### src/hdl/ethertype_port_demux_table_defines.svh
// Assertion macros shared by the demux table RTL.
// Expects clk_i and rst_ni in the scope where a macro is used.
`ifndef ETHERTYPE_PORT_DEMUX_TABLE_DEFINES_SVH
`define ETHERTYPE_PORT_DEMUX_TABLE_DEFINES_SVH

// check prop on every clock edge outside reset
`define EDPT_ASSERT(name, prop, msg) \
  name: assert property (@(posedge clk_i) disable iff (!rst_ni) (prop)) else $error(msg);

// check cons in the cycle after trig
`define EDPT_ASSERT_NEXT(name, trig, cons, msg) \
  name: assert property (@(posedge clk_i) disable iff (!rst_ni) (trig) |=> (cons)) \
    else $error(msg);

`endif

### src/hdl/edpt_pkg.sv
// Types, codes and constants of the ethertype port demux table.
// No dependencies; used by edpt_cell and ethertype_port_demux_table.
package edpt_pkg;

  localparam int unsigned TableEntriesDef = 16;
  localparam int unsigned RealDevices     = 16;

  localparam int unsigned PortW = 10;
  localparam int unsigned DevW  = 4;
  localparam int unsigned LenW  = 16;
  localparam int unsigned CntW  = 64;

  localparam logic [15:0] PortTypeMark  = 16'hAC00;
  localparam logic [15:0] PortFieldMask = 16'h53FF;

  typedef enum logic [1:0] {
    FUNC_FRAME  = 2'd0,
    FUNC_ADD    = 2'd1,
    FUNC_REMOVE = 2'd2,
    FUNC_READ   = 2'd3
  } func_e;

  typedef enum logic [1:0] {
    VERDICT_NORMAL    = 2'd0,
    VERDICT_DELIVERED = 2'd1,
    VERDICT_CONSUMED  = 2'd2,
    VERDICT_DROPPED   = 2'd3
  } verdict_e;

  typedef enum logic [1:0] {
    STATUS_OK       = 2'd0,
    STATUS_DUP      = 2'd1,
    STATUS_FULL     = 2'd2,
    STATUS_NOTFOUND = 2'd3
  } status_e;

  typedef enum logic [2:0] {
    OP_FRAME  = 3'd0,
    OP_SCAN   = 3'd1,
    OP_COMMIT = 3'd2,
    OP_REMOVE = 3'd3,
    OP_READ   = 3'd4
  } op_e;

  localparam logic [0:0] RegHookMask = 1'b0;

  typedef struct packed {
    logic             vld;
    op_e              op;
    logic [PortW-1:0] key;
    logic             key_ok;
    logic [DevW-1:0]  dev;
    logic [LenW-1:0]  len;
    logic             hit;
    logic             free;
    logic             claim;
    logic [CntW-1:0]  pkts;
    logic [CntW-1:0]  bytes;
  } token_t;

endpackage

### src/hdl/edpt_cell.sv
// One table slot of the demux chain: port, device and receive counters.
// Acts on the passing word and hands it to the next cell. Uses edpt_pkg.
module edpt_cell import edpt_pkg::*; (
  input  logic   clk_i,
  input  logic   rst_ni,
  input  token_t tok_i,
  output token_t tok_o
);

  logic             valid_q, valid_d;
  logic [PortW-1:0] port_q, port_d;
  logic [DevW-1:0]  dev_q, dev_d;
  logic [CntW-1:0]  pkts_q, pkts_d;
  logic [CntW-1:0]  bytes_q, bytes_d;
  token_t           tok_q, tok_d;
  logic             match;

  assign match = valid_q && tok_i.key_ok && (port_q == tok_i.key);

  always_comb begin
    tok_d   = tok_i;
    valid_d = valid_q;
    port_d  = port_q;
    dev_d   = dev_q;
    pkts_d  = pkts_q;
    bytes_d = bytes_q;
    if (tok_i.vld) begin
      unique case (tok_i.op)
        OP_FRAME: begin
          if (match && (dev_q == tok_i.dev)) begin
            pkts_d    = pkts_q + CntW'(1);
            bytes_d   = bytes_q + CntW'(tok_i.len);
            tok_d.hit = 1'b1;
          end
        end
        OP_SCAN: begin
          if (match) tok_d.hit = 1'b1;
          if (!valid_q) tok_d.free = 1'b1;
        end
        OP_COMMIT: begin
          if (!valid_q && tok_i.claim) begin
            valid_d     = 1'b1;
            port_d      = tok_i.key;
            dev_d       = tok_i.dev;
            pkts_d      = '0;
            bytes_d     = '0;
            tok_d.claim = 1'b0;
          end
        end
        OP_REMOVE: begin
          if (match) begin
            valid_d   = 1'b0;
            tok_d.hit = 1'b1;
          end
        end
        OP_READ: begin
          if (match) begin
            tok_d.hit   = 1'b1;
            tok_d.pkts  = pkts_q;
            tok_d.bytes = bytes_q;
          end
        end
        default: ;
      endcase
    end
  end

  always_ff @(posedge clk_i or negedge rst_ni) begin
    if (!rst_ni) begin
      valid_q <= 1'b0;
      tok_q   <= '0;
    end else begin
      valid_q <= valid_d;
      tok_q   <= tok_d;
    end
  end

  always_ff @(posedge clk_i) begin
    port_q  <= port_d;
    dev_q   <= dev_d;
    pkts_q  <= pkts_d;
    bytes_q <= bytes_d;
  end

  assign tok_o = tok_q;

endmodule

### config.mk
export PLATFORM = sky130hd
export DESIGN_NAME = edpt_cell
export DESIGN_NICKNAME = d
export VERILOG_FILES = /design/src/hdl/ethertype_port_demux_table_defines.svh /design/src/hdl/edpt_pkg.sv /design/src/hdl/edpt_cell.sv
export SDC_FILE = /design/constraint.sdc
export NUM_CORES = 1
export LEC_CHECK = 0
export ABC_AREA = 1
export BUFFER_PORTS_ARGS = -buffer_cell sky130_fd_sc_hd__clkbuf_2
export CAP_MARGIN = 20
export CORE_MARGIN = 2
export CORE_UTILIZATION = 27
export CTS_CLUSTER_SIZE = 8
export DETAILED_ROUTE_END_ITERATION = 8
export PLACE_DENSITY = 0.53
export SYNTH_ARGS = -nofsm -noshare
export SYNTH_HDL_FRONTEND = slang
export SYNTH_SLANG_ARGS = --single-unit
### constraint.sdc
create_clock -name clk_i -period 6.29 [get_ports clk_i]
set_clock_uncertainty 0.1 [all_clocks]
set_input_delay 1.258 -clock clk_i [delete_from_list [all_inputs] [get_ports clk_i]]
set_output_delay 1.258 -clock clk_i [all_outputs]
set_load 0.03 [all_outputs]
==> impl_results.md, run 1 <==
* Status: complete, no violations
* Final WS setup at 2520 ps
* Arr. time, crit path at 3850 ps
* FMAX at 0.265 GHz
* Post-layout nets at 2475
* Vias in the first global route at 14.4k
* Design Area, Final at 19700 um2
* CP endpoint kind: flip-flop
* Area of the multi-input gates at 6300 um2
* CP required at 6370 ps
* Clock transition at path regs at 50 ps
* DRT iter0 DRCs at 907
* Non-filler cells, final at 3088
* Pwr Total at 4.96 mW
* First-pass GRT wire length at 85.9 mm
* Final Max Tran Viols at 0
* Port Buffers at 333
* Overall via count from detail_route at 14.6k
* Die Height at 246 um
* Largest area contributor in the netlist: edfxtp_1
* Antenna-violating nets left at 0
* RSZ-0062 raised after global routing: false
* Layout cell share with drive strength beyond 1 at 0.187
* Vias/cell at 4.74
* HPWL after detailed placement at 44.4 mm
* Leak at 9.26 nW
* Gr ovfl total at 0
* Die area at 60600 um2
* CTS buffer count at 45
* Initial antenna violation count at 0
* Worst-case clock buffer depth at 3
* Crit-path cells: clkbuf_2, inv_1, nor3_4, buf_4, inv_1, buf_4, nor4_2, buf_4, a31o_4, buf_4
* PwrDens at 252 nW/um2
* Max cap viols at 0
* Cell Area, Synth at 15800 um2
* Synth unique cells at 42
* Top FF cell, synth: dfrtp_1
* CORE AREA at 57800 um2
* Root buffer cell: clkbuf_16
* Clock Sinks at 309
* CTS tree: built
* 1st-pass router iterations at 8
* Top cells by area, synth: edfxtp_1, dfrtp_1, nand2_1
* Fin crit period at 3770 ps
* TNS Setup at 0 ps
* Post-CTS Hold Fix Bufs at 0
* Final worst-path cycle share at 0.600
* Num ports at 334
* Initial Utilization at 0.274
* Pin count of the biggest net entering global routing at 140
* Clock Latency Late Sink at 580 ps
* Area growth syn-to-layout at 24.6%
* Yosys top cell area share at 0.269
* Rel. slew slack at 0.355
* Max incr delay on CP at 620 ps
* Routability congestion estimate at 0.947
* H-tree Lvls at 2
* YS warnings at 0
* Slowest CP cell: buf_4
* Critical path class: in -> reg
* Antenna Cells at 0
* Yosys reg bits at 309
* Crit-path max FO at 48
* Worst-Margin Slew at 968 ps
* DRC at 0
* Syn Area/Cell at 8.16 um2
* Register area share after synthesis at 0.534
* Most frequent cells in the layout: nand2_1, clkbuf_2, inv_1, dfrtp_1, nor2_1
* Most common cell after layout, fill and taps aside: nand2_1
* Number of synthesized flops with an enable pin at 142
* Final setup fails at 0
* Worst IR Drop VDD at 177 uV
* Number of setup buffers added after CTS at 0
* FILL cells at 6121
* Sequential Area at 8440 um2
* Placed insts at 3007
* Min-delay worst type: reg -> reg
* Post-synth ARST share at 0.540
* Detailed Route WL at 57.4 mm
* Row cnt at 88
* DR WL/cell at 18.6 um
* Syn_nets at 2126
* Count of final hold-check violations at 0
* Place WS at 1930 ps
* Post-CTS sizing at 0
* CP most frequent cell: buf_4
* Setup crit start kind: primary input
* DIE WIDTH at 246 um
* Total GRT Usage at 0.187
* Placed Area at 18400 um2
* Mapped Cells at 1940
==> synth_stat cells, types with 4 or more instances <==
library cell / number
nor3_1: 47
nor2_4: 4
nand3b_1: 5
nor3_2: 9
nor2_1: 165
nand4_1: 60
clkbuf_1: 13
a21oi_1: 124
dfrtp_1: 167
and2_1: 4
nand2_2: 5
nand3_1: 108
nor2_2: 6
inv_1: 242
edfxtp_1: 142
buf_2: 26
ha_1: 17
xor2_1: 10
or2_2: 6
o21ai_1: 113
o21ai_0: 56
nand2_1: 573
o21a_1: 4
==> layer usage <==
metal	wire length, um	track usage
met1	24900	0.240
met2	27100	0.316
met3	3270	0.0319
met4	2090	0.0677
met5	0	0
==> worst max-delay path: cells and delay by family <==
family / cells / cell delay [ps]
AOI/OAI and AO/OA: 1 / 330
buffers and inverters: 7 / 1830
and+or+nand+nor: 2 / 300
==> cell type report <==
type	count	share of cell area
sequential	309	0.428
clock buffer	80	0.0659
timing repair buffer	343	0.0900
inverter	246	0.0468
multi-input combinational	1344	0.320
clock inverter	1	0.000825
tap	765	0.0486
==> path summary, 6_finish.rpt <==
check | from | to | slack (ps) | cells past startpoint
worst max-delay path | tok_i[163] | bytes_q[32] | 2520 | 10
worst min-delay path | bytes_q[8] | tok_o[8] | 440 | 2
worst max register to register | bytes_q[0] | bytes_q[50] | 3280 | 12
worst min register to register | bytes_q[8] | tok_o[8] | 440 | 2
max in group asynchronous | rst_ni | tok_o[61] | 4230 | 2
min in group asynchronous | rst_ni | tok_o[124] | 610 | 1
==> state kept, by name, indices dropped and copies added, names as in the netlist <==
name     flops
bytes_q     64
valid_q      1
tok_o      166
dev_q        4
port_q      10
pkts_q      64
==> power by group <==
| part | leakage (nW) | internal [mW] | switching [mW] |
|---|---|---|---|
| logic | 5.40 | 0.134 | 0.308 |
| registers | 3.23 | 2.18 | 0.0284 |
| clock network | 0.626 | 1.38 | 0.927 |
| total | 9.26 | 3.70 | 1.26 |
==> cell families after synthesis <==
family                   Yosys count  synth area share
adder cells (fa/ha/maj)           18            0.0147
flip-flops                       309             0.534
AO/OA/AOI/OAI                    304            0.0979
XOR/XNOR                          13           0.00720
AND/OR/NAND/NOR                 1009             0.276
buffers and inverters            287            0.0701
==> stage by stage <==
step / util / hold slack, ps
floorplan: - / 404
global placement: 0.318 / 429
detailed placement: 0.318 / 427
CTS: 0.341 / 451
global route: 0.341 / 483
finish: 0.341 / 443
(Power assumes the default switching activity.)
==> run 2, diff against run 1 <==
--- a/config.mk
+++ b/config.mk
@@ -5,14 +5,14 @@
 export SDC_FILE = /design/constraint.sdc
 export NUM_CORES = 1
 export LEC_CHECK = 0
-export ABC_AREA = 1
+export ABC_AREA = 0
 export BUFFER_PORTS_ARGS = -buffer_cell sky130_fd_sc_hd__clkbuf_2
 export CAP_MARGIN = 20
 export CORE_MARGIN = 2
 export CORE_UTILIZATION = 27
 export CTS_CLUSTER_SIZE = 8
 export DETAILED_ROUTE_END_ITERATION = 8
-export PLACE_DENSITY = 0.53
+export PLACE_DENSITY = 0.55
 export SYNTH_ARGS = -nofsm -noshare
 export SYNTH_HDL_FRONTEND = slang
 export SYNTH_SLANG_ARGS = --single-unit
==> constraint.sdc (replaced) <==
create_clock -name clk_i -period 3.2 [get_ports clk_i]
set_clock_uncertainty 0.1 [all_clocks]
set_input_delay 0.64 -clock clk_i [delete_from_list [all_inputs] [get_ports clk_i]]
set_output_delay 0.64 -clock clk_i [all_outputs]
set_load 0.03 [all_outputs]
==> run 2 against run 1 <==
Setup slack got worse by 2300 ps. Flip-flop and latch count did not move. Die area decreased by 8.7%. Final cell count fell by 24%. Synthesized cell count decreased by 36%. Critical path type is now reg -> reg. Critical endpoint is now bytes_q[27]. Largest cell class unchanged.
==> impl_results.md, run 2 <==
* Most common cell after layout, fill and taps aside: clkbuf_2
* CP most frequent cell: o21ai_0
* Number of setup buffers added after CTS at 0
* H-tree Lvls at 2
* Fraction of the mapped netlist area in simple logic gates at 0.154
* Max cap viols at 0
* Status: complete, no violations
* Post-CTS sizing at 0
* Hold WS at 60.7 ps
* Top FF cell, synth: dfrtp_1
* R2R Path Start: bytes_q[8]
* Port Buffers at 333
* Gr ovfl total at 0
* Adder-Cell Fraction of Synth Area at 0.0161
* Top Usage Layer GRT: met2
* Non-filler cells, final at 2337
* Yosys top cell area share at 0.296
* Multiplexer share of the synthesized area at 0.0862
* HPWL after detailed placement at 30.4 mm
* DRT iter0 DRCs at 637
* Crit-path cells: ha_1, o21ai_0, o21ai_0, nand3_1, buf_4, a311oi_1, xnor2_1, nor2_1
* DRC at 0
* Slowest CP cell: o21ai_0
* Antenna-violating nets left at 0
* 1st-pass router iterations at 5
* Number of synthesized flops with an enable pin at 142
* Arr. time, crit path at 3160 ps
* CORE AREA at 52700 um2
* Most common cell in the netlist: dfrtp_1
* Post-CTS Hold Fix Bufs at 0
* Min-delay worst type: in -> async
* Top delay family on crit path: compound AO/OA/AOI/OAI gates
* Placed Area at 17200 um2
* Crit-path max FO at 8
* Final worst-path cycle share at 0.934
* Num ports at 334
* PwrDens at 527 nW/um2
* Clock transition at path regs at 50 ps
* Area growth syn-to-layout at 29.0%
* GRT met1 Usage at 0.194
* Initial Utilization at 0.274
* Vias/cell at 4.78
* Pin count of the biggest net entering global routing at 117
* Register area share after synthesis at 0.585
* Worst-Margin Slew at 767 ps
* Synth unique cells at 61
* Design Area, Final at 18600 um2
* DIE WIDTH at 235 um
* Cell Area, Synth at 14400 um2
* Core Util, Final at 0.353
* Post-synth ARST share at 0.540
* Setup crit start kind: flip-flop
* Overall via count from detail_route at 11.2k
* Post-layout nets at 1798
* Placed insts at 2253
* Most frequent cells in the layout: clkbuf_2, dfrtp_1, edfxtp_1, nand2_1, nor2_1
* Rel. slew slack at 0.488
* Largest area contributor in the netlist: edfxtp_1
* Clock Sinks at 309
* Root buffer cell: clkbuf_16
* Clock Latency Late Sink at 560 ps
* Die Height at 235 um
* RSZ-0062 raised after global routing: false
* Crit. Startpoint: bytes_q[8]
* GR Util met3 at 0.0400
* CTS tree: built
* Final setup fails at 0
* Max incr delay on CP at 440 ps
* CP required at 3380 ps
* Crit path buffers/inverters at 1
* FMAX at 0.335 GHz
* Mapped Cells at 1238
* Layout cell share with drive strength beyond 1 at 0.337
* Leak at 7.60 nW
* Largest family of logic cells by synthesized area: simple AND/OR/NAND/NOR gates
* CTS buffer count at 45
* Syn_nets at 1424
* Post-synth top cells: dfrtp_1, edfxtp_1, nand2_1
* Max reg flops at 166
* Top cells by area, synth: edfxtp_1, dfrtp_1, mux2_2
* Vias in the first global route at 11.5k
* Syn Area/Cell at 11.7 um2
* Area of the multi-input gates at 5690 um2
* Total GRT Usage at 0.151
* DR WL/cell at 18.1 um
* Synth Area in Compound Gates at 0.0851
* Yosys reg bits at 309
* Sequential Area at 8440 um2
* Count of final hold-check violations at 0
* Row cnt at 84
* FILL cells at 5291
* Initial antenna violation count at 2
* Worst IR Drop VDD at 296 uV
* Worst-case clock buffer depth at 3
* First-pass GRT wire length at 66.1 mm
* Met2 Track Usage GR at 0.249
* Routability congestion estimate at 0.814
* Final Max Tran Viols at 0
* Critical path class: reg -> reg
* Detailed Route WL at 42.2 mm
* Post-Synth XOR/XNOR Area at 0.0510
* TNS Setup at 0 ps
* CP endpoint kind: flip-flop
* Die area at 55300 um2
* YS warnings at 0
* Fin crit period at 2990 ps
==> run 2: cell types whose count changed in the layout (fill, tap and decap cells not counted), moves of 18 or more <==
cell and delta:
buf_4 +31, xnor2_1 +60, o21ai_1 -112, nand2_1 -461, and4_1 +18, nand4_1 -26
nand3_1 -57, a21oi_1 -75, nor2_1 -57, inv_1 -214, mux2_2 +106
==> run 2: logic make-up after synthesis <==
family | Yosys count
adder cells (fa/ha/maj) | 18
AND/OR/NAND/NOR | 444
buffers and inverters | 82
AO/OA/AOI/OAI | 190
flip-flops | 309
multiplexers | 111
XOR/XNOR | 84
==> run 2: cell type report <==
type | count | area share
Inverter | 28 | 0.00565
Sequential cell | 309 | 0.454
Clock buffer | 81 | 0.0712
Timing Repair Buffer | 381 | 0.115
Clock inverter | 2 | 0.00208
Multi-Input combinational cell | 847 | 0.306
Tap cell | 688 | 0.0462
Antenna cell | 1 | 0.000134
==> run 2: per-layer routing <==
layer,part of all wire,up-vias
met5,0.00071,-
met4,0.021,4
met3,0.058,68
met2,0.48,327
met1,0.44,5469
li1,-,5294
==> run 2: where the power goes <==
part	internal, mW	switching (mW)	total, mW
sequential	4.29	0.0564	4.35
combinational	0.309	0.545	0.855
clock	2.85	1.76	4.61
total	7.45	2.37	9.82
==> run 2: final timing paths <==
check | to | slack, ps | cells after the start
max | bytes_q[27] | 210 | 8
min | tok_o[114] | 60 | 1
max reg2reg | bytes_q[27] | 210 | 8
min reg2reg | tok_o[5] | 420 | 1
max in group asynchronous | valid_q | 2230 | 2
min in group clk_i | tok_o[135] | 120 | 1
==> run 2: metrics by stage <==
stage	worst slack, ps	power (mW)
2_1_floorplan	116	4.89
6_report	211	9.82
3_3_place_gp	-52.6	5.27
4_1_cts	225	10.0
3_5_place_dp	-91.4	5.29
5_1_grt	64.7	10.2
==> run 3, diff against run 2 <==
--- a/config.mk
+++ b/config.mk
@@ -9,10 +9,10 @@
 export BUFFER_PORTS_ARGS = -buffer_cell sky130_fd_sc_hd__clkbuf_2
 export CAP_MARGIN = 20
 export CORE_MARGIN = 2
-export CORE_UTILIZATION = 27
+export CORE_UTILIZATION = 25
 export CTS_CLUSTER_SIZE = 8
 export DETAILED_ROUTE_END_ITERATION = 8
-export PLACE_DENSITY = 0.55
+export PLACE_DENSITY = 0.53
 export SYNTH_ARGS = -nofsm -noshare
 export SYNTH_HDL_FRONTEND = slang
 export SYNTH_SLANG_ARGS = --single-unit
==> run 3 against run 2 <==
Cell area increased by 0.52%. Largest power group unchanged. Final cell count increased by 3.5%. Non-clock buffer count increased by 8. Sequential power about the same. Register-to-register slack improved by 80 ps. Setup slack improved by 79 ps. Sequential share of layout area decreased by 0.24 points. Critical path depth increased by 1. Via count increased by 0.60%. Clock power decreased by 2%. Die area increased by 7.9%. Critical path type unchanged. Combinational power increased by 1%.
==> impl_results.md, run 3 (synthesis results as in run 2) <==
* Status: complete, no violations
* Setup crit start kind: flip-flop
* Leak at 7.62 nW
* Pin count of the biggest net entering global routing at 117
* Gr ovfl total at 0
* Most frequent cells in the layout: clkbuf_2, dfrtp_1, edfxtp_1, nand2_1, nor2_1
* Final WS setup at 290 ps
* GR Util met3 at 0.0320
* Met2 Track Usage GR at 0.238
* Placed insts at 2337
* DRT iter0 DRCs at 685
* Row cnt at 88
* CP required at 3410 ps
* DR WL/cell at 17.9 um
* H-tree Lvls at 2
* Overall via count from detail_route at 11.2k
* Final worst-path cycle share at 0.909
* Total GRT Usage at 0.142
* Max cap viols at 0
* CTS buffer count at 45
* CORE AREA at 57400 um2
* HPWL after detailed placement at 31.1 mm
* CP endpoint kind: flip-flop
* Die Height at 244 um
* Clock Latency Late Sink at 560 ps
* Initial Utilization at 0.251
* Vias/cell at 4.64
* RSZ-0062 raised after global routing: false
* Rel. slew slack at 0.494
* R2R Path Start: bytes_q[0]
* Worst IR Drop VDD at 325 uV
* Root buffer cell: clkbuf_16
* Antenna-violating nets left at 0
* Core Util, Final at 0.326
* Most common cell after layout, fill and taps aside: clkbuf_2
* Place WS at -74.9 ps
* Fin crit period at 2910 ps
* Hold WS at 114 ps
* Crit-path max FO at 9
* Crit path to: bytes_q[50]
* Port Buffers at 333
* Clock Sinks at 309
* Critical path class: reg -> reg
* Clock transition at path regs at 50 ps
* Reg-to-Reg End: bytes_q[50]
* Area growth syn-to-layout at 29.7%
* Crit. Startpoint: bytes_q[0]
* Final setup fails at 0
* PwrDens at 520 nW/um2
* Max reg flops at 166
* Post-layout nets at 1806
* Final Max Tran Viols at 0
* Layout cell share with drive strength beyond 1 at 0.341
* Worst-Margin Slew at 759 ps
* 1st-pass router iterations at 5
* Die area at 59600 um2
* Detailed Route WL at 43.3 mm
* DIE WIDTH at 244 um
* Pwr Total at 9.72 mW
* Vias in the first global route at 11.4k
* GRT met1 Usage at 0.182
* First-pass GRT wire length at 66.2 mm
* Internal reg-to-reg setup slack at 290 ps
* Routability congestion estimate at 0.854
* Worst-case clock buffer depth at 3
* Count of final hold-check violations at 0
* DRC at 0
* CTS tree: built
* Top Usage Layer GRT: met2
* Initial antenna violation count at 2
* FF-to-FF path depth at 9
* Arr. time, crit path at 3120 ps
* FMAX at 0.344 GHz
* Min-delay worst type: in -> reg
* Num ports at 334
* Non-filler cells, final at 2418
==> run 3: cell count changes in the layout (fill, tap and decap cells not counted) <==
cell / before / now
bufinv_16: 1 / 0
buf_4: 39 / 48
dlygate4sd3_1: 0 / 1
clkbuf_8: 1 / 5
clkbuf_1: 33 / 28
buf_12: 9 / 7
clkinv_8: 0 / 1
inv_6: 1 / 0
clkbuf_16: 48 / 46
==> run 3: final cells by class <==
cell class	count	area, um2
antenna	1	2.50
clock buffer	78	1310
clock inverter	1	16.3
fill	5789	38700
inverter	28	105
multi-input combinational	847	5690
sequential	309	8440
tap	765	957
timing repair buffer	389	2190
==> run 3: power breakdown <==
group | leakage [nW] | switching (mW) | internal (mW)
clock | 0.636 | 1.76 | 2.74
combinational | 3.75 | 0.552 | 0.315
sequential | 3.23 | 0.0563 | 4.29
==> run 3: stage by stage <==
step / setup TNS, ps / cell area (um2)
after detailed placement: -351 / 17400
final: 0 / 18700
after CTS: 0 / 18700
after floorplan: 0 / 14400
after global placement: -49.1 / 17400
after global routing: 0 / 18700
==> run 3: how the worst min path moves through the flow <==
stage	start	end	slack, ps	depth (start not counted)
2_1_floorplan	rst_ni	tok_o[0]	240	0
3_3_place_gp	bytes_q[0]	tok_o[0]	410	1
3_5_place_dp	bytes_q[0]	tok_o[0]	420	1
4_1_cts	tok_i[151]	tok_o[151]	70	1
5_1_grt	tok_i[133]	tok_o[133]	80	1
6_report	tok_i[133]	tok_o[133]	110	1
==> run 3: critical path, cell delays in order, from the launching register on <==
cell and delay [ps]:
edfxtp_1 390, ha_1 230, fa_1 420, a21oi_1 260
o22ai_1 230, buf_4 190, a21bo_2 210, nand3_1 330
a211oi_1 150, mux2i_1 150
==> run 3: per-layer routing <==
| metal | wire length (um) | vias to the layer above |
|---|---|---|
| li1 | - | 5307 |
| met1 | 18800 | 5522 |
| met2 | 20800 | 327 |
| met3 | 2570 | 71 |
| met4 | 1090 | 2 |
| met5 | 13 | - |
==> run 3: repair_timing <==
item | CTS | global route
hold buffers | 1 | 0
endpoints found under the hold margin | 16 | 0
resized for setup | 0 | 0
setup buffers | 0 | 0
